[config.mk]
export PLATFORM = sky130hd
export DESIGN_NAME = fpmd_mul
export DESIGN_NICKNAME = d
export VERILOG_FILES = /design/src/rtl/fixed_point_mul_div_unit_core_assert.svh /design/src/rtl/fpmd_pkg.sv /design/src/rtl/fpmd_mul.sv
export SDC_FILE = /design/constraint.sdc
export NUM_CORES = 2
export LEC_CHECK = 0
export ABC_AREA = 1
export BUFFER_PORTS_ARGS = -buffer_cell sky130_fd_sc_hd__buf_4
export CORE_MARGIN = 2
export CORE_UTILIZATION = 56
export CTS_CLUSTER_DIAMETER = 30
export CTS_CLUSTER_SIZE = 16
export DETAILED_ROUTE_END_ITERATION = 10
export PLACE_DENSITY = 0.82
export SYNTH_ARGS = -nofsm -noshare
export SYNTH_HDL_FRONTEND = slang
export SYNTH_SLANG_ARGS = --single-unit
[constraint.sdc]
create_clock -name clk -period 7.85 [get_ports clk]
set_input_delay 0 -clock clk [delete_from_list [all_inputs] [get_ports clk]]
set_output_delay 0 -clock clk [all_outputs]
set_load 0.01 [all_outputs]
[src/rtl/fixed_point_mul_div_unit_core_assert.svh]
// ----------------------------------------------------------------------------
// Fixed-point multiply/divide unit - assertion macros
// Concurrent assertion forms for the core RTL file.
// ----------------------------------------------------------------------------
`ifndef FIXED_POINT_MUL_DIV_UNIT_CORE_ASSERT_SVH
`define FIXED_POINT_MUL_DIV_UNIT_CORE_ASSERT_SVH

// check outside reset
`define FPMD_CHECK(label, prop, msg) \
	label: assert property (@(posedge clk) disable iff (!arst_n) prop) else $error(msg);

// check that also holds while reset is applied
`define FPMD_CHECK_ALWAYS(label, prop, msg) \
	label: assert property (@(posedge clk) prop) else $error(msg);

`endif

[src/rtl/fpmd_pkg.sv]
// ----------------------------------------------------------------------------
// fpmd_pkg
// Widths, operation codes and the divider stage record of the unit.
// ----------------------------------------------------------------------------
`default_nettype none

package fpmd_pkg;

	localparam int FRAC_BITS       = 16;
	localparam int DATA_W          = 32;
	localparam int QUO_W           = DATA_W + FRAC_BITS;
	localparam int STEPS_PER_STAGE = 4;
	localparam int DIV_STAGES      = (QUO_W + STEPS_PER_STAGE - 1) / STEPS_PER_STAGE;
	localparam int PAD_W           = DIV_STAGES * STEPS_PER_STAGE;
	localparam int REM_W           = DATA_W + 1;
	localparam int PROD_W          = 2 * DATA_W;

	typedef enum logic {
		OP_MUL = 1'b0,
		OP_DIV = 1'b1
	} op_t;

	typedef struct packed {
		logic [PAD_W-1:0] nq;
		logic [REM_W-1:0] rem;
		logic [DATA_W-1:0] den;
		logic              neg;
		logic              dz;
		logic              is_div;
	} div_t;

endpackage

`default_nettype wire

[src/rtl/fpmd_mul.sv]
// ----------------------------------------------------------------------------
// fpmd_mul
// Two-stage signed multiply with arithmetic right shift and range check.
// ----------------------------------------------------------------------------
`default_nettype none

module fpmd_mul
	import fpmd_pkg::*;
(
	input  wire logic                     clk,
	input  wire logic                     en,
	input  wire logic signed [DATA_W-1:0] a,
	input  wire logic signed [DATA_W-1:0] b,
	output logic             [DATA_W-1:0] res,
	output logic                          ovf
);

	logic signed [PROD_W-1:0] prod_s1;
	logic        [DATA_W-1:0] res_s2;
	logic                     ovf_s2;
	logic signed [PROD_W-1:0] shifted;

	assign shifted = prod_s1 >>> FRAC_BITS;

	always_ff @(posedge clk) begin
		if (en) begin
			prod_s1 <= a * b;
			res_s2  <= shifted[DATA_W-1:0];
			ovf_s2  <= !((&shifted[PROD_W-1:DATA_W-1]) || !(|shifted[PROD_W-1:DATA_W-1]));
		end
	end

	assign res = res_s2;
	assign ovf = ovf_s2;

endmodule

`default_nettype wire

# ---- After elaboration in Yosys (flattened, before gate mapping)
# Cells that the tools add are included.
# W data, S select, Z words.
dict set report op_classes {
  mul 1
  n_reduce_logical 5
}
# op n
set ops {}
lappend ops {{$mul A32 B32 Y64} 1}
lappend ops {{$reduce_and A17 Y1} 1}
lappend ops {{$reduce_or A17 Y1} 1}
lappend ops {{$logic_not A1 Y1} 2}
lappend ops {{$logic_or A1 B1 Y1} 1}
dict set report word_totals {
  register_bits 97
  input_bits 66
  output_inout_bits 33
  wordCells 9
}

# ---- Logic depth before layout (Yosys ltp)
dict set report logic_depth {
  ltp_word 4
  ltp_mapped 32
  depth_no_buf 31
}

# ---- Worst setup path before layout
# No wires, ideal clock.
dict set report synth_timing {
  path_kind {input-to-reg}
  startpoint {in a[31]}
  endpoint {reg prod_s1[55] (data pin)}
  setup_ps 252
  arrival_ps 6551
  required_time_ps 7598
  slack_ps 1047
  cell_stages 27
  n_path_buf 1
  path_cell_list {clkbuf_1 nand2_1 inv_1 fa_1 inv_1 fa_1 inv_1 fa_1 fa_1 inv_1 fa_1 inv_1 fa_1 inv_1 fa_1 fa_1 inv_1 ha_1 nand2_1 nor2_1 inv_1 nor2_1 nand2_1 nor4_1 nand2_1 nand3_1 nand2_1}
}
dict set report synth_via {
  elab_chain_len 1
}
# item line
set synth_rtl {}
lappend synth_rtl {{start: declaration} fpmd_mul.sv:12} ;# input wire logic signed [DATA_W-1:0] a,
lappend synth_rtl {{$mul A32 B32 Y64} fpmd_mul.sv:27} ;# prod_s1 <= a * b;
lappend synth_rtl {{end signal: assignment} fpmd_mul.sv:27}
lappend synth_rtl {{end: declaration} fpmd_mul.sv:18} ;# logic signed [PROD_W-1:0] prod_s1;
# Every way passes these cells.
# A chain may end at the register's enable or synchronous reset.

# ---- Final worst setup path
dict set report layout_timing {
  startpoint {in a[31]}
  endpoint {reg prod_s1[56] (data pin)}
}
# The elaborated chain is that of the path after synthesis.

==> run metrics <==
status=finished clean; CTS Buf Count=9; Iter 0 DRT Violations=2126; hold path start=en; Rel. slew slack=30.0%; nets@finish=6278; max-cap violation count=0; Setup violations, final=0; final WL=107000 um; Req. time, crit path=7.96 ns; period utilisation layout=88.2%; # Post-CTS Setup Buffers=0; via/cell ratio=5.26; register-to-register setup slack=6.52 ns; R2R depth=3; Clock Latency Late Sink=about 0.35 ns; beginning of the critical path=a[31]; WHS Path Cells=1; DP HPWL=89600 um; RSZ-0062 raised after global routing=false; DRC viols=0; # hold bufs at CTS=0; yosys warns=0; Mean Syn Cell Area=8.11 um^2; total number of vias=31100; Crit Path Category=in2reg; synthesized net count=roughly 6300; largest net degree at the start of global routing=slightly above 80; Synth cell types=29; vias in the first global route=about 35000; maximum clock frequency=0.144 GHz; Wirelength per Cell=18.2 um; CTS tree=done; initial antenna violation count=0; Setup TNS Final=0 ns; CTS max path bufs=2; # H-tree levels=3; final core occ=58.9%; HP Class=in2reg; commonest cells after routing, fill and taps aside=inv_1 (1647), nand2_1 (1415), fa_1 (1081); initial core utilization=~57%; sequential share of the synthesized area=5.98%; Core ar.=roughly 72000 um^2; global-route wire length before repair=178000 um; slew at the pin closest to its max-slew limit=~1.1 ns; Die Y=273 um; gr usage total=30.6%; CTS sink cnt=81; type of origin of the critical path=primary input; layout cells sized above 1=3.07%; min Tclk post-route=6.93 ns; IO Count=99; row count=98; PortBufs=98; CTS resizes=0; Crit path arrival time=about 7.0 ns; Area Overhead vs Synth=3.94%; gpl congestion=1.04; Overflow after GRT=0; Layout Skew=0.0136 ns; Worst R2R Start=prod_s1[52]; crit-path max FO=32; TritonRoute pass-1 iters=6; post-route ant nets=0; synthesized flop and latch total=81; Ant. Diodes=0; number of fill cells in the layout=6185; Die Area=about 75000 um^2; max-slew violation count=0; chip width=273 um; final hold viol count=0; Syn Std Cell Area=40700 um^2; crit end category=flip-flop; Post-Syn Instances=~5000; Root Driver=clkbuf_16; clk slew on worst S/H paths=approximately 0.070 ns; commonest non-fill, non-tap cell in the layout=inv_1
## through the flow
stage	setup WS (ns)	hold slack, ns	instances	area [um^2]
6_report	0.925	0.362	5906	42300
5_1_grt	0.365	0.421	5906	42300
4_1_cts	0.904	0.384	5906	42300
3_5_place_dp	0.553	0.405	5890	42000
3_3_place_gp	0.642	0.405	5890	42000
2_1_floorplan	1.05	0.112	5017	40700
## path summary, 6_finish.rpt
kind                       to
setup / recovery  prod_s1[56]
hold / removal    prod_s1[17]
setup reg to reg          ovf
hold reg to reg       res[27]
## Yosys cell counts (all sizes together)
library cell | count | area (um^2)
nand4 | 14 | 87.6
or2 | 7 | 43.8
nor3 | 9 | 55.1
nor4 | 9 | 68.8
nand2 | 1419 | 5340
inv | 1650 | 6190
nand3 | 50 | 250
o41ai | 1 | 8.76
xor2 | 22 | 193
buf | 1 | 3.75
clkbuf | 191 | 717
o31ai | 1 | 7.51
a21oi | 83 | 415
o21bai | 11 | 82.6
xnor2 | 6 | 52.6
nand3b | 1 | 7.51
a41o | 1 | 10.0
fa | 1081 | 21600
o21ai | 40 | 200
nor2 | 158 | 606
o21a | 1 | 7.51
ha | 180 | 2250
edfxtp | 81 | 2430
## state kept, by name, indices dropped and copies added, names as in the netlist
| name | count |
|---|---|
| prod_s1 | 48 |
| ovf | 1 |
| res | 32 |
## critical path, stage by stage
cell     delay [ns]
buf_4          0.32
nand2_1        0.16
inv_1          0.15
fa_1           0.46
fa_1           0.51
fa_1           0.96
fa_1           0.53
inv_1          0.37
fa_1           0.50
inv_1          0.09
fa_1           0.38
inv_1          0.07
fa_1           0.43
fa_1           0.51
inv_1          0.04
ha_1           0.42
nand2_1        0.14
nor2_1         0.10
inv_1          0.07
nor3_1         0.25
nand2_1        0.13
nor3_1         0.15
nand2_1        0.10
nand3_1        0.09
nand2_1        0.05
## cells by family after synthesis
| group | after synthesis | synth area share, % |
|---|---|---|
| and+or+nand+nor | 1667 | 15.9 |
| buffers and inverters | 1842 | 17.0 |
| adders and majority gates | 1261 | 58.7 |
| AOI/OAI and AO/OA | 138 | 1.80 |
| DFF | 81 | 5.98 |
| xor gates and xnor gates | 28 | 0.603 |
## cell type report
type                       count  area [um^2]  share of cell area [%]
clock buffer                  10          229                   0.542
clock inverter                 6         42.5                   0.101
tap                          950         1190                    2.81
timing repair buffer         115          863                    2.04
inverter                    1650         6190                    14.7
multi-input combinational   3094        31300                    74.1
sequential                    81         2430                    5.75
## per-layer routing
metal | track usage (%) | vias to the layer above | routed length [um]
met5 | 0 | - | 0
met4 | 14.7 | 0 | 6180
met3 | 4.46 | 404 | 8390
met2 | 54.1 | 1493 | 54000
met1 | 36.7 | 15500 | 38800
li1 | - | 13600 | -
Power is left out: the tool's default activity adds up to more than one toggle a clock period on the data nets, which glitch-free logic cannot reach.
