**config.mk**
```make
export PLATFORM = sky130hd
export DESIGN_NAME = fpmd_div_stage
export DESIGN_NICKNAME = d
export VERILOG_FILES = /design/src/rtl/fixed_point_mul_div_unit_core_assert.svh /design/src/rtl/fpmd_pkg.sv /design/src/rtl/fpmd_div_stage.sv
export SDC_FILE = /design/constraint.sdc
export NUM_CORES = 1
export LEC_CHECK = 0
export BUFFER_PORTS_ARGS = -buffer_cell sky130_fd_sc_hd__buf_2
export CORE_MARGIN = 2
export CORE_UTILIZATION = 60
export DETAILED_ROUTE_END_ITERATION = 7
export GPL_TIMING_DRIVEN = 0
export MAX_ROUTING_LAYER = met4
export PLACE_DENSITY = 0.95
export SYNTH_ARGS = -nofsm -noshare
export SYNTH_HDL_FRONTEND = slang
export SYNTH_SLANG_ARGS = --single-unit
export TNS_END_PERCENT = 10
```
**constraint.sdc**
```tcl
create_clock -name clk -period 26.2 [get_ports clk]
set_clock_uncertainty 0.1 [all_clocks]
set_input_delay 1.31 -clock clk [delete_from_list [all_inputs] [get_ports clk]]
set_output_delay 1.31 -clock clk [all_outputs]
set_load 0.02 [all_outputs]
```
**src/rtl/fixed_point_mul_div_unit_core_assert.svh**
```systemverilog
// ----------------------------------------------------------------------------
// Fixed-point multiply/divide unit - assertion macros
// Concurrent assertion forms for the core RTL file.
// ----------------------------------------------------------------------------
`ifndef FIXED_POINT_MUL_DIV_UNIT_CORE_ASSERT_SVH
`define FIXED_POINT_MUL_DIV_UNIT_CORE_ASSERT_SVH

// check outside reset
`define FPMD_CHECK(label, prop, msg) \
	label: assert property (@(posedge clk) disable iff (!arst_n) prop) else $error(msg);

// check that also holds while reset is applied
`define FPMD_CHECK_ALWAYS(label, prop, msg) \
	label: assert property (@(posedge clk) prop) else $error(msg);

`endif

```
**src/rtl/fpmd_pkg.sv**
```systemverilog
// ----------------------------------------------------------------------------
// fpmd_pkg
// Widths, operation codes and the divider stage record of the unit.
// ----------------------------------------------------------------------------
`default_nettype none

package fpmd_pkg;

	localparam int FRAC_BITS       = 16;
	localparam int DATA_W          = 32;
	localparam int QUO_W           = DATA_W + FRAC_BITS;
	localparam int STEPS_PER_STAGE = 4;
	localparam int DIV_STAGES      = (QUO_W + STEPS_PER_STAGE - 1) / STEPS_PER_STAGE;
	localparam int PAD_W           = DIV_STAGES * STEPS_PER_STAGE;
	localparam int REM_W           = DATA_W + 1;
	localparam int PROD_W          = 2 * DATA_W;

	typedef enum logic {
		OP_MUL = 1'b0,
		OP_DIV = 1'b1
	} op_t;

	typedef struct packed {
		logic [PAD_W-1:0] nq;
		logic [REM_W-1:0] rem;
		logic [DATA_W-1:0] den;
		logic              neg;
		logic              dz;
		logic              is_div;
	} div_t;

endpackage

`default_nettype wire

```
**src/rtl/fpmd_div_stage.sv**
```systemverilog
// ----------------------------------------------------------------------------
// fpmd_div_stage
// One registered stage of the restoring divider, several quotient bits.
// ----------------------------------------------------------------------------
`default_nettype none

module fpmd_div_stage
	import fpmd_pkg::*;
(
	input  wire logic clk,
	input  wire logic en,
	input  wire div_t din,
	output div_t      dout
);

	div_t             nxt;
	logic [REM_W-1:0] trial;
	div_t             dout_s1;

	always_comb begin
		nxt   = din;
		trial = '0;
		for (int i = 0; i < STEPS_PER_STAGE; i++) begin
			trial  = {nxt.rem[REM_W-2:0], nxt.nq[PAD_W-1]};
			nxt.nq = {nxt.nq[PAD_W-2:0], 1'b0};
			if (trial >= REM_W'(nxt.den)) begin
				nxt.rem   = trial - REM_W'(nxt.den);
				nxt.nq[0] = 1'b1;
			end else begin
				nxt.rem = trial;
			end
		end
	end

	always_ff @(posedge clk) begin
		if (en) begin
			dout_s1 <= nxt;
		end
	end

	assign dout = dout_s1;

endmodule

`default_nettype wire

```
* After elaboration in Yosys (flattened, before gate mapping)
Cells that the tools add are included.
Cells by class: $add $sub $neg 4, bitwise gates (word level) 0, mux-type cells 8, magnitude comparators 4, $mul 0, divide/modulo/power cells 0, equal/unequal tests 0, shift operators 0, reduce and logical (&&, ||, !) cells 0
Operators with widths (count):
- 33-bit by 32-bit greater-or-equal comparator with 1-bit output | 4
- 32-bit 2-to-1 mux | 3
- 32-bit subtractor | 3
- 33-bit 2-to-1 mux | 1
- 33-bit by 32-bit subtractor with 33-bit output | 1
- 1-bit 2-to-1 mux | 4
Storage, ports and cells: bits in writable memories 0, bits in read-only memories 0, word-level logic and storage cells 22, output and inout port bits 116, register bits 116, bits in latches 0, memories kept 0

* Longest topological paths before layout
Gate-level depths: netlist of the first run.
depth in word-level cells 8, mapped depth 57, mapped depth without buffers 48

* Least setup slack after synthesis of the first run
Ideal clock, no wire load.
kind in2reg, start input port din[15] (netlist name), end register dout_s1 (netlist bit dout[46]) (data pin), stages on the path 54, arrival 11686 ps, path slack 14153 ps, required time 25840 ps, cell sequence inv_1 -> ha_1 -> nand4_1 -> or2_2 -> nor4_1 -> inv_1 -> a21bo_1 -> buf_4 -> inv_2 -> buf_6 -> buf_2 -> mux2_2 -> ha_1 -> clkbuf_1 -> a211oi_1 -> nand4_1 -> and3b_1 -> or3_1 -> [18 not listed] -> and2_1 -> buf_6 -> buf_2 -> mux2_2 -> ha_1 -> and3_1 -> a221o_1 -> a21oi_1 -> a311oi_1 -> nor2_1 -> a21oi_1 -> o41a_1 -> a211oi_2 -> a21o_4 -> inv_2 -> buf_6 -> buf_6 -> mux2_4
RTL lines:
- start, declared | RTL line fpmd_div_stage.sv:12 | input wire div_t din,
- end signal, assigned | RTL line fpmd_div_stage.sv:37 | dout_s1 <= nxt;
- end, declared | RTL line fpmd_div_stage.sv:18 | div_t dout_s1;

==> results of run 1 <==
[final timing paths]
check,start,end,slack (ns),depth (start not counted)
worst max-delay path,din[23],dout[51],11.13,57
worst min-delay path,din[94],dout[98],0.96,1
[logic make-up after synthesis]
logic type,after synthesis,share of synthesized area
buffers and inverters,103,0.03658
adder cells (fa/ha/maj),132,0.1413
AND/OR/NAND/NOR,322,0.1340
XOR/XNOR,105,0.07727
flip-flops,116,0.2927
AO/OA/AOI/OAI,388,0.2164
multiplexers,105,0.1018
[report_power, final]
part	internal, mW	total, mW	switching [mW]	leakage, nW
logic	0.842	1.84	0.993	4.87
clock network	0.141	0.233	0.0925	0.268
registers	0.307	0.316	0.00879	1.14
total	1.29	2.38	1.09	6.27
[synth_stat cells, types with 14 or more instances]
cell	instances
edfxtp_1	116
mux2_2	81
a21o_1	49
o21a_1	31
ha_1	128
nand3_1	32
xor2_1	36
nor3_1	31
and3_1	15
xnor2_1	69
o21ai_0	72
nand2_1	80
nand4_1	17
nand2b_1	15
o21bai_1	14
a21oi_1	113
inv_1	75
nor2b_1	16
nor2_1	79
[cell usage in the layout, fill, tap and decap left out, types with 5 or more instances in the layout]
master and instances:
nor2_1 79, mux2_2 81, o21a_1 31, clkbuf_16 17, clkbuf_1 11, mux2_4 11
nand4_1 17, buf_2 240, nand2b_1 15, o211ai_1 7, mux2i_1 10, nor3_1 31
edfxtp_1 116, clkinvlp_4 5, a21oi_1 113, xor2_1 36, o21bai_1 14, o31ai_1 6
nand2_1 80, o21ai_0 72, a211oi_1 13, inv_1 75, xnor2_1 69, a21boi_0 6
nand3_1 32, ha_1 128, a31oi_1 11, and3_1 15, a21o_1 49, or2_2 5
and2_1 7, nor2b_1 16
[routing by layer]
metal,global-route usage,wire [um],vias to the layer above,share of wire
met1,0.4024,14260,5254,0.42
met5,-,0,-,0
met2,0.5315,16010,579,0.47
met4,0.1252,1016,0,0.030
li1,-,-,5302,-
met3,0.05166,2894,94,0.085
[cell type report]
class	count	area (um2)
Tap cell	265	331.6
Timing Repair Buffer	233	1191
Clock inverter	14	153.9
Fill cell	1480	5455
Buffer	25	142.6
Clock buffer	18	429.2
Sequential cell	116	3483
Inverter	78	292.8
Multi-Input combinational cell	1052	7983
==> metrics.md, run 1 <==
| Metric | Value |
|---|---|
| Outcome | `finished clean` |
| WHS | `0.9569 ns` |
| WL final | `34.18 mm` |
| DP HPWL | `27.00 mm` |
| Max-slew violations | `0` |
| Non-filler cells, final | `1801` |
| Cell area after layout | `0.01401 mm2` |
| Top delay family on crit path | `compound AO/OA/AOI/OAI gates` |
| Critical Path End Type | `flop` |
| PostCTS Resize Cnt | `0` |
| CP max stage cell | `nor4_1` |
| Synthesized area | `0.01190 mm2` |
| Peak supply drop | `88.75 uV` |
| 1st-pass router iterations | `6` |
| CTS tree | `done` |
| Vias in the first global route | `10470` |
| Syn Nets | `1521` |
| Top FF cell, synth | `edfxtp_1` |
| Ys Warns | `0` |
| Worst Setup Start Kind | `input port` |
| Setup_tns | `0 ns` |
| Io pins | `234` |
| CORE AREA | `0.01946 mm2` |
| Layout cells sized above 1 | `0.2598` |
| DR vias | `11230` |
| Total track usage | `0.3239` |
| Worst slack at placement | `11.25 ns` |
| Share of the synthesized area in the top cell type | `0.2927` |
| Largest cells by area after synthesis | `edfxtp_1 29%, ha_1 13%, mux2_2 7.7%, xnor2_1 5.1%, a21oi_1 4.8%` |
| Final Total Pwr | `2.385 mW` |
| Final GP Congestion | `1.021` |
| Initial Util | `0.6115` |
| Die height | `144.8 um` |
| Hold_buf cts | `0` |
| Ant. Diodes | `0` |
| Setup Viol. Count Final | `0` |
| EDFF count, synth | `116` |
| Core Util, Final | `0.7197` |
| Nets | `1773` |
| Clock Path Buffers | `2` |
| Setup ws final | `11.13 ns` |
| Worst Tran Pin Value | `0.7558 ns` |
| TritonCTS Buffers | `17` |
| Sequential share of the synthesized area | `0.2927` |
| Largest net degree at the start of global routing | `67` |
| Worst stage delay on the critical path | `0.60 ns` |
| Chip width | `144.8 um` |
| Worst path required time | `26.27 ns` |
| DRC Markers | `0` |
| CTS root buf | `clkbuf_16` |
| Synth-to-Final Area Change | `17.69%` |
| Bufs and invs on worst path | `17` |
| Rows | `51` |
| Crit Path Category | `input port to flop` |
| Routed len/inst | `18.98 um` |
| CTS sink cnt | `116` |
| Critical Path Most Common Cell | `buf_2` |
| Syn avg cell area | `9.364 um2` |
| CTS HTree Levels | `4` |
| Largest register FFs | `116` |
| Via density | `6.235` |
| Reg clk slew, reported paths | `0.06 ns` |
| Final antenna-violating net count | `0` |
| Worst min-delay path category | `input port to flop` |
| Area leader, netlist | `edfxtp_1` |
| Global-route wire length before repair | `51.42 mm` |
| Pwr dens | `170.3 mW/mm2` |
| Critical path data arrival time | `15.13 ns` |
| Mapped Cells | `1271` |
| Async S/R FF share, synth | `0` |
| IO Port Bufs | `232` |
| DRT iter0 DRCs | `1113` |
| FMAX | `0.06637 GHz` |
| Die area | `0.02098 mm2` |
| Leakage power of the design | `6.271 nW` |
| Post-CTS Setup Bufs | `0` |
| Cell Count Post-Placement | `1769` |
| Antenna violations before repair | `0` |
| Min Tclk post-route | `15.07 ns` |
| Final period utilization | `0.5751` |
| Endpoints failing hold | `0` |
| Unrepaired setup endpoints after global routing | `no` |
| Placed Instance Area | `0.01342 mm2` |
| Largest fanout on the critical path | `10` |
| Gr ovfl total | `0` |
| Slew HR | `0.4831` |
| FF+latch count, synth | `116` |
| Distinct cell type count after synthesis | `89` |
| Max-Cap Viols | `0` |
(Power assumes the default switching activity.)
==> inputs of run 2 (changes only) <==
- CORE_UTILIZATION: 60 -> 52
- PLACE_DENSITY: 0.95 -> 0.91
- clock period: 26.2 -> 12.4 ns (I/O delays scaled with it)
==> run 2 against run 1 <==
Non-clock buffer count increased by 12. Utilization decreased by 7.6 points. First-iteration DRC count decreased by 26%. Critical endpoint is now dout[49]. Setup slack got worse by 11 ns. Cell count increased by 1.7%. Largest cell class unchanged. Design area increased by 3.7%. Combinational power increased by 110%. Global-route usage decreased by 4.5 points. Via count decreased by 1.2%. Largest power group unchanged. Wire length about the same.
==> metrics.md, run 2 (synthesis gave the netlist of run 1 again) <==
| Metric | Value |
|---|---|
| Outcome | `finished clean` |
| Final Total Pwr | `5.149 mW (+120%)` |
| DR vias | `11090 (-1.2%)` |
| Layout cells sized above 1 | `0.2986 (+0.03888)` |
| Setup ws final | `0.4554 ns (-10.68 ns)` |
| Non-filler cells, final | `1832 (+1.7%)` |
| Antenna violations before repair | `0 (unchanged)` |
| Setup_tns | `0 ns (unchanged)` |
| Critical Path Most Common Cell | `buf_6` |
| Cell area after layout | `0.01452 mm2 (+3.7%)` |
| CTS sink cnt | `116 (unchanged)` |
| Bufs and invs on worst path | `15 (-2)` |
| Worst Setup Start Kind | `input port` |
| FMAX | `0.08372 GHz` |
| Most common cell after layout, fill and taps aside | `buf_2` |
| Worst hold start | `din[88]` |
| WL final | `34.18 mm (about the same)` |
| Worst min-delay path category | `input port to flop` |
| Cell Count Post-Placement | `1789 (+1.1%)` |
| DRT iter0 DRCs | `823 (-26%)` |
| Pwr dens | `354.6 mW/mm2 (+110%)` |
| CTS tree | `done` |
| Reg clk slew, reported paths | `0.06 ns (about the same)` |
| Chip width | `155.3 um (+7.2%)` |
| Worst stage delay on the critical path | `0.41 ns (-0.19 ns)` |
| Worst slack at placement | `-1.927 ns (-13.18 ns)` |
| Placed Instance Area | `0.01345 mm2 (+0.19%)` |
| Ant. Diodes | `0 (unchanged)` |
| Initial Util | `0.5273 (-0.08423)` |
| Critical Path End Type | `flop` |
| Final period utilization | `0.9633` |
| Endpoints failing hold | `0 (unchanged)` |
| Routed len/inst | `18.66 um (-1.7%)` |
| Setup Viol. Count Final | `0 (unchanged)` |
| Worst path required time | `12.47 ns (-13.80 ns)` |
| Fill count | `1834 (+24%)` |
| Max-slew violations | `0 (unchanged)` |
| Die area | `0.02411 mm2 (+15%)` |
| Largest fanout on the critical path | `10 (unchanged)` |
| Hold_buf cts | `0 (unchanged)` |
| TritonCTS Buffers | `17 (unchanged)` |
| 1st-pass router iterations | `6 (unchanged)` |
| Largest register FFs | `116 (unchanged)` |
| Global-route wire length before repair | `52.39 mm (+1.9%)` |
| Peak supply drop | `204.4 uV (+130%)` |
| Gr ovfl total | `0 (unchanged)` |
| Crit Path Category | `input port to flop` |
| Die height | `155.3 um (+7.2%)` |
| DP HPWL | `26.69 mm (-1.1%)` |
| Clock Path Buffers | `2 (unchanged)` |
| Synth-to-Final Area Change | `22.01%` |
| Max-Cap Viols | `0 (unchanged)` |
| Largest net degree at the start of global routing | `80 (+19%)` |
| Total track usage | `0.2792 (-0.04468)` |
| CTS HTree Levels | `4 (unchanged)` |
| Final antenna-violating net count | `0 (unchanged)` |
| Final GP Congestion | `0.9806 (-3.9%)` |
| Rows | `55 (+7.8%)` |
| CORE AREA | `0.02257 mm2 (+16%)` |
| Worst Tran Pin Value | `0.7934 ns (+0.03751 ns)` |
| Io pins | `234 (unchanged)` |
| CTS root buf | `clkbuf_16` |
| DRC Markers | `0 (unchanged)` |
| Via density | `6.055 (-2.9%)` |
| CP max stage cell | `or3_4` |
| Min Tclk post-route | `11.94 ns` |
| Nets | `1785 (+0.68%)` |
| Worst setup startpoint | `din[10]` |
| Leakage power of the design | `6.388 nW (+1.9%)` |
| Commonest non-fill, non-tap cells in the layout | `234 x buf_2, 116 x edfxtp_1, 111 x ha_1` |
| Top delay family on crit path | `compound AO/OA/AOI/OAI gates` |
| IO Port Bufs | `232 (unchanged)` |
| Vias in the first global route | `10610 (+1.3%)` |
| Slew HR | `0.4642 (-0.01890)` |
| Critical path data arrival time | `12.01 ns (-3.12 ns)` |
## run 2: changes by cell type in the layout (fill, tap and decap cells not counted), sizes merged
cell      delta
buf         +14
bufinv       +2
clkbuf       -3
clkinv       +4
clkinvlp     +2
inv          -8
## run 2: timing repair
item                       CTS  global route
setup endpoints to repair   34            34
pin swaps                    5            10
resized for setup           21            55
buffers inserted             3            13
## run 2: path summary, 6_finish.rpt
path	to	slack, ns	cells after the start
max	dout[49]	0.46	55
min	dout[92]	0.27	1
## run 2: stage by stage
stage | hold WS [ns] | util
6_report | 0.2656 | 0.6433
3_3_place_gp | 0.6966 | 0.5945
2_1_floorplan | 0.6189 | -
4_1_cts | 0.2529 | 0.6276
5_1_grt | 0.2568 | 0.6433
3_5_place_dp | 0.6981 | 0.5958
## run 2: power breakdown
part           total [mW]  switching, mW  leakage (nW)  internal (mW)
registers           0.668         0.0187          1.14          0.649
clock network       0.533          0.195         0.300          0.338
logic                3.95           2.08          4.95           1.86
total                5.15           2.30          6.39           2.85
## run 2: layer usage
| metal | wire (um) | global-route usage |
|---|---|---|
| met1 | 14850 | 0.3578 |
| met2 | 15850 | 0.4489 |
| met3 | 2486 | 0.04457 |
| met4 | 994 | 0.1014 |
| met5 | 0 | - |
## run 2: layout make-up
type | instances | area (um2) | area share
multi-input combinational | 1052 | 8268 | 0.5694
sequential | 116 | 3483 | 0.2399
timing repair buffer | 249 | 1311 | 0.09030
clock buffer | 17 | 425.4 | 0.02930
tap | 285 | 356.6 | 0.02456
inverter | 78 | 316.6 | 0.02180
clock inverter | 14 | 205.2 | 0.01413
buffer | 21 | 155.1 | 0.01068
==> inputs of run 3 (changes only) <==
- CORE_MARGIN: 2 -> 1.5
- GPL_TIMING_DRIVEN: 0 -> not set
==> run 3 against run 2 <==
Via count is 6.3% higher. Design area is 4.8% higher. Worst hold slack better by 0.0056 ns. Highest routed layer unchanged. Power is 12% higher.
==> metrics.md, run 3 (synthesis gave the netlist of run 1 again) <==
| Metric | Value |
|---|---|
| Max layer used | `met4` |
| Peak supply drop | `228.6 uV (+12%)` |
| Vias in the first global route | `11350 (+7.0%)` |
| Largest net degree at the start of global routing | `77 (-3.8%)` |
| Routed len/inst | `18.16 um (-2.7%)` |
| Post-CTS Setup Bufs | `0 (-3)` |
| Sequential power share | `0.115 (-0.015)` |
| Layout cells sized above 1 | `0.3343 (+0.03568)` |
| Die area | `0.02380 mm2 (-1.3%)` |
| Setup Viol. Count Final | `0 (unchanged)` |
| CORE AREA | `0.02257 mm2 (unchanged)` |
| Rows | `55 (unchanged)` |
| Synth-to-Final Area Change | `27.89%` |
| Endpoints failing hold | `0 (unchanged)` |
| PostCTS Resize Cnt | `0 (-100%)` |
| Largest fanout on the critical path | `22 (+12)` |
| Worst stage delay on the critical path | `0.41 ns (about the same)` |
| DP HPWL | `28.98 mm (+8.6%)` |
| Commonest non-fill, non-tap cells in the layout | `231 x buf_2, 180 x buf_4, 128 x ha_1` |
| Unrepaired setup endpoints after global routing | `no` |
| Die height | `154.3 um (-0.64%)` |
| Reg clk slew, reported paths | `0.06 ns (about the same)` |
| Sw Pwr | `2.464 mW (+7.2%)` |
| Clock Path Buffers | `2 (unchanged)` |
| Worst hold start | `din[69]` |
| Initial Util | `0.5273 (unchanged)` |
| Clock Power Share | `0.082 (-0.021)` |
| Critical Path End Type | `flop` |
| Antenna violations before repair | `0 (unchanged)` |
| Nets | `1928 (+8.0%)` |
| Ant. Diodes | `0 (unchanged)` |
| DRC Markers | `0 (unchanged)` |
| IO Port Bufs | `232 (unchanged)` |
| Final period utilization | `0.9394 (-0.02392)` |
| Worst Tran Pin Value | `0.9766 ns (+0.1833 ns)` |
| Sw Share | `0.4260 (-0.02021)` |
| Met2 Routed Length | `16.79 mm (+5.9%)` |
| Combinational power share | `0.803 (+0.036)` |
| Max-slew violations | `0 (unchanged)` |
| Total track usage | `0.3036 (+0.02442)` |
| Max-Cap Viols | `0 (unchanged)` |
| CTS tree | `done` |
| Chip width | `154.3 um (-0.64%)` |
| Worst path required time | `12.46 ns (about the same)` |
| DR vias | `11790 (+6.3%)` |
| Leakage power of the design | `7.072 nW (+11%)` |
| Via density | `5.971 (-1.4%)` |
| CTS root buf | `clkbuf_16` |
| WL met3 | `2.388 mm (-3.9%)` |
| Global-route wire length before repair | `55.71 mm (+6.3%)` |
| Setup_tns | `0 ns (unchanged)` |
| Hold Crit Endpoint | `dout[73]` |
| Hold_buf cts | `0 (unchanged)` |
| Io pins | `234 (unchanged)` |
| CP max stage cell | `nor4b_1` |
| CTS HTree Levels | `4 (unchanged)` |
| FMAX | `0.08585 GHz (+2.5%)` |
| Gr ovfl total | `0 (unchanged)` |
| Min Tclk post-route | `11.65 ns (-0.2966 ns)` |
| Largest register FFs | `116 (unchanged)` |
| Int Power | `3.320 mW (+16%)` |
| Final Total Pwr | `5.783 mW (+12%)` |
| Slew HR | `0.3489 (-0.1153)` |
| Pwr dens | `380.0 mW/mm2 (+7.1%)` |
| DRT iter0 DRCs | `883 (+7.3%)` |
| CTS sink cnt | `116 (unchanged)` |
| Hold path depth | `1 (unchanged)` |
| Worst min-delay path category | `input port to flop` |
| Outcome | `finished clean` |
| 1st-pass router iterations | `5 (-1)` |
| WL final | `35.86 mm (+4.9%)` |
| Crit Path Category | `input port to flop` |
| TritonCTS Buffers | `17 (unchanged)` |
| Worst Setup Start Kind | `input port` |
| Final GP Congestion | `0.9826 (+0.20%)` |
| Critical path data arrival time | `11.71 ns (-0.30 ns)` |
| DRT met1 WL | `15.39 mm (+3.6%)` |
| Final antenna-violating net count | `0 (unchanged)` |
| Most common cell after layout, fill and taps aside | `buf_2` |
run 3: cell types whose count changed in the layout (fill, tap and decap cells not counted), moves of 5 or more:
cell	previous run	this run
ha_2	10	0
ha_1	111	128
ha_4	7	0
clkbuf_1	5	0
buf_4	20	180
inv_1	69	75
a21oi_1	106	113
buf_6	7	0
run 3: how the worst max path moves through the flow:
stage,startpoint,endpoint,cells past startpoint
2_1_floorplan,din[15],dout[46],54
3_3_place_gp,din[7],dout[54],48
3_5_place_dp,din[7],dout[42],50
4_1_cts,din[7],dout[42],50
5_1_grt,din[7],dout[42],50
6_report,din[14],dout[42],49
run 3: power groups by stage:
| stage | logic (mW) | registers (mW) | clock network (mW) |
|---|---|---|---|
| after floorplan | 2.85 | 0.791 | 0 |
| after global placement | 4.32 | 0.673 | 0 |
| after detailed placement | 4.49 | 0.676 | 0 |
| after CTS | 4.57 | 0.668 | 0.484 |
| after global routing | 4.99 | 0.675 | 0.499 |
| final | 4.64 | 0.667 | 0.474 |
run 3: worst max-delay path, delay by kind of cell:
family          cells  cell delay (ns)
compound gates     19             4.44
fa+ha+maj           4             1.27
buf+inv            10             1.42
mux                 4             1.37
simple gates       12             2.53
run 3: stage by stage:
stage / utilization / worst slack [ns] / hold slack [ns] / std cells / area, um2
final: 0.6743 / 0.7519 / 0.2712 / 1975 / 15220
after global routing: 0.6743 / 0.2223 / 0.2523 / 1975 / 15220
after CTS: 0.6743 / 0.9330 / 0.2586 / 1975 / 15220
after detailed placement: 0.6496 / 0.5634 / 0.6981 / 1944 / 14660
after global placement: 0.6496 / 0.7183 / 0.6964 / 1944 / 14660
after floorplan: - / 1.043 / 0.6189 / 1271 / 11900
run 3: routing by layer:
metal,vias up,track usage
li1,5611,-
met1,5563,0.3730
met2,534,0.5061
met3,84,0.03699
met4,0,0.1300
met5,-,-
run 3: layout make-up:
| class | instances | area, um2 |
|---|---|---|
| clock inverters | 14 | 132.6 |
| repair buffers | 413 | 2547 |
| fillers | 1688 | 7351 |
| well taps | 285 | 356.6 |
| multi-input cells | 1052 | 7983 |
| flip-flops and latches | 116 | 3483 |
| inverters | 78 | 292.8 |
| clock buffers | 17 | 425.4 |
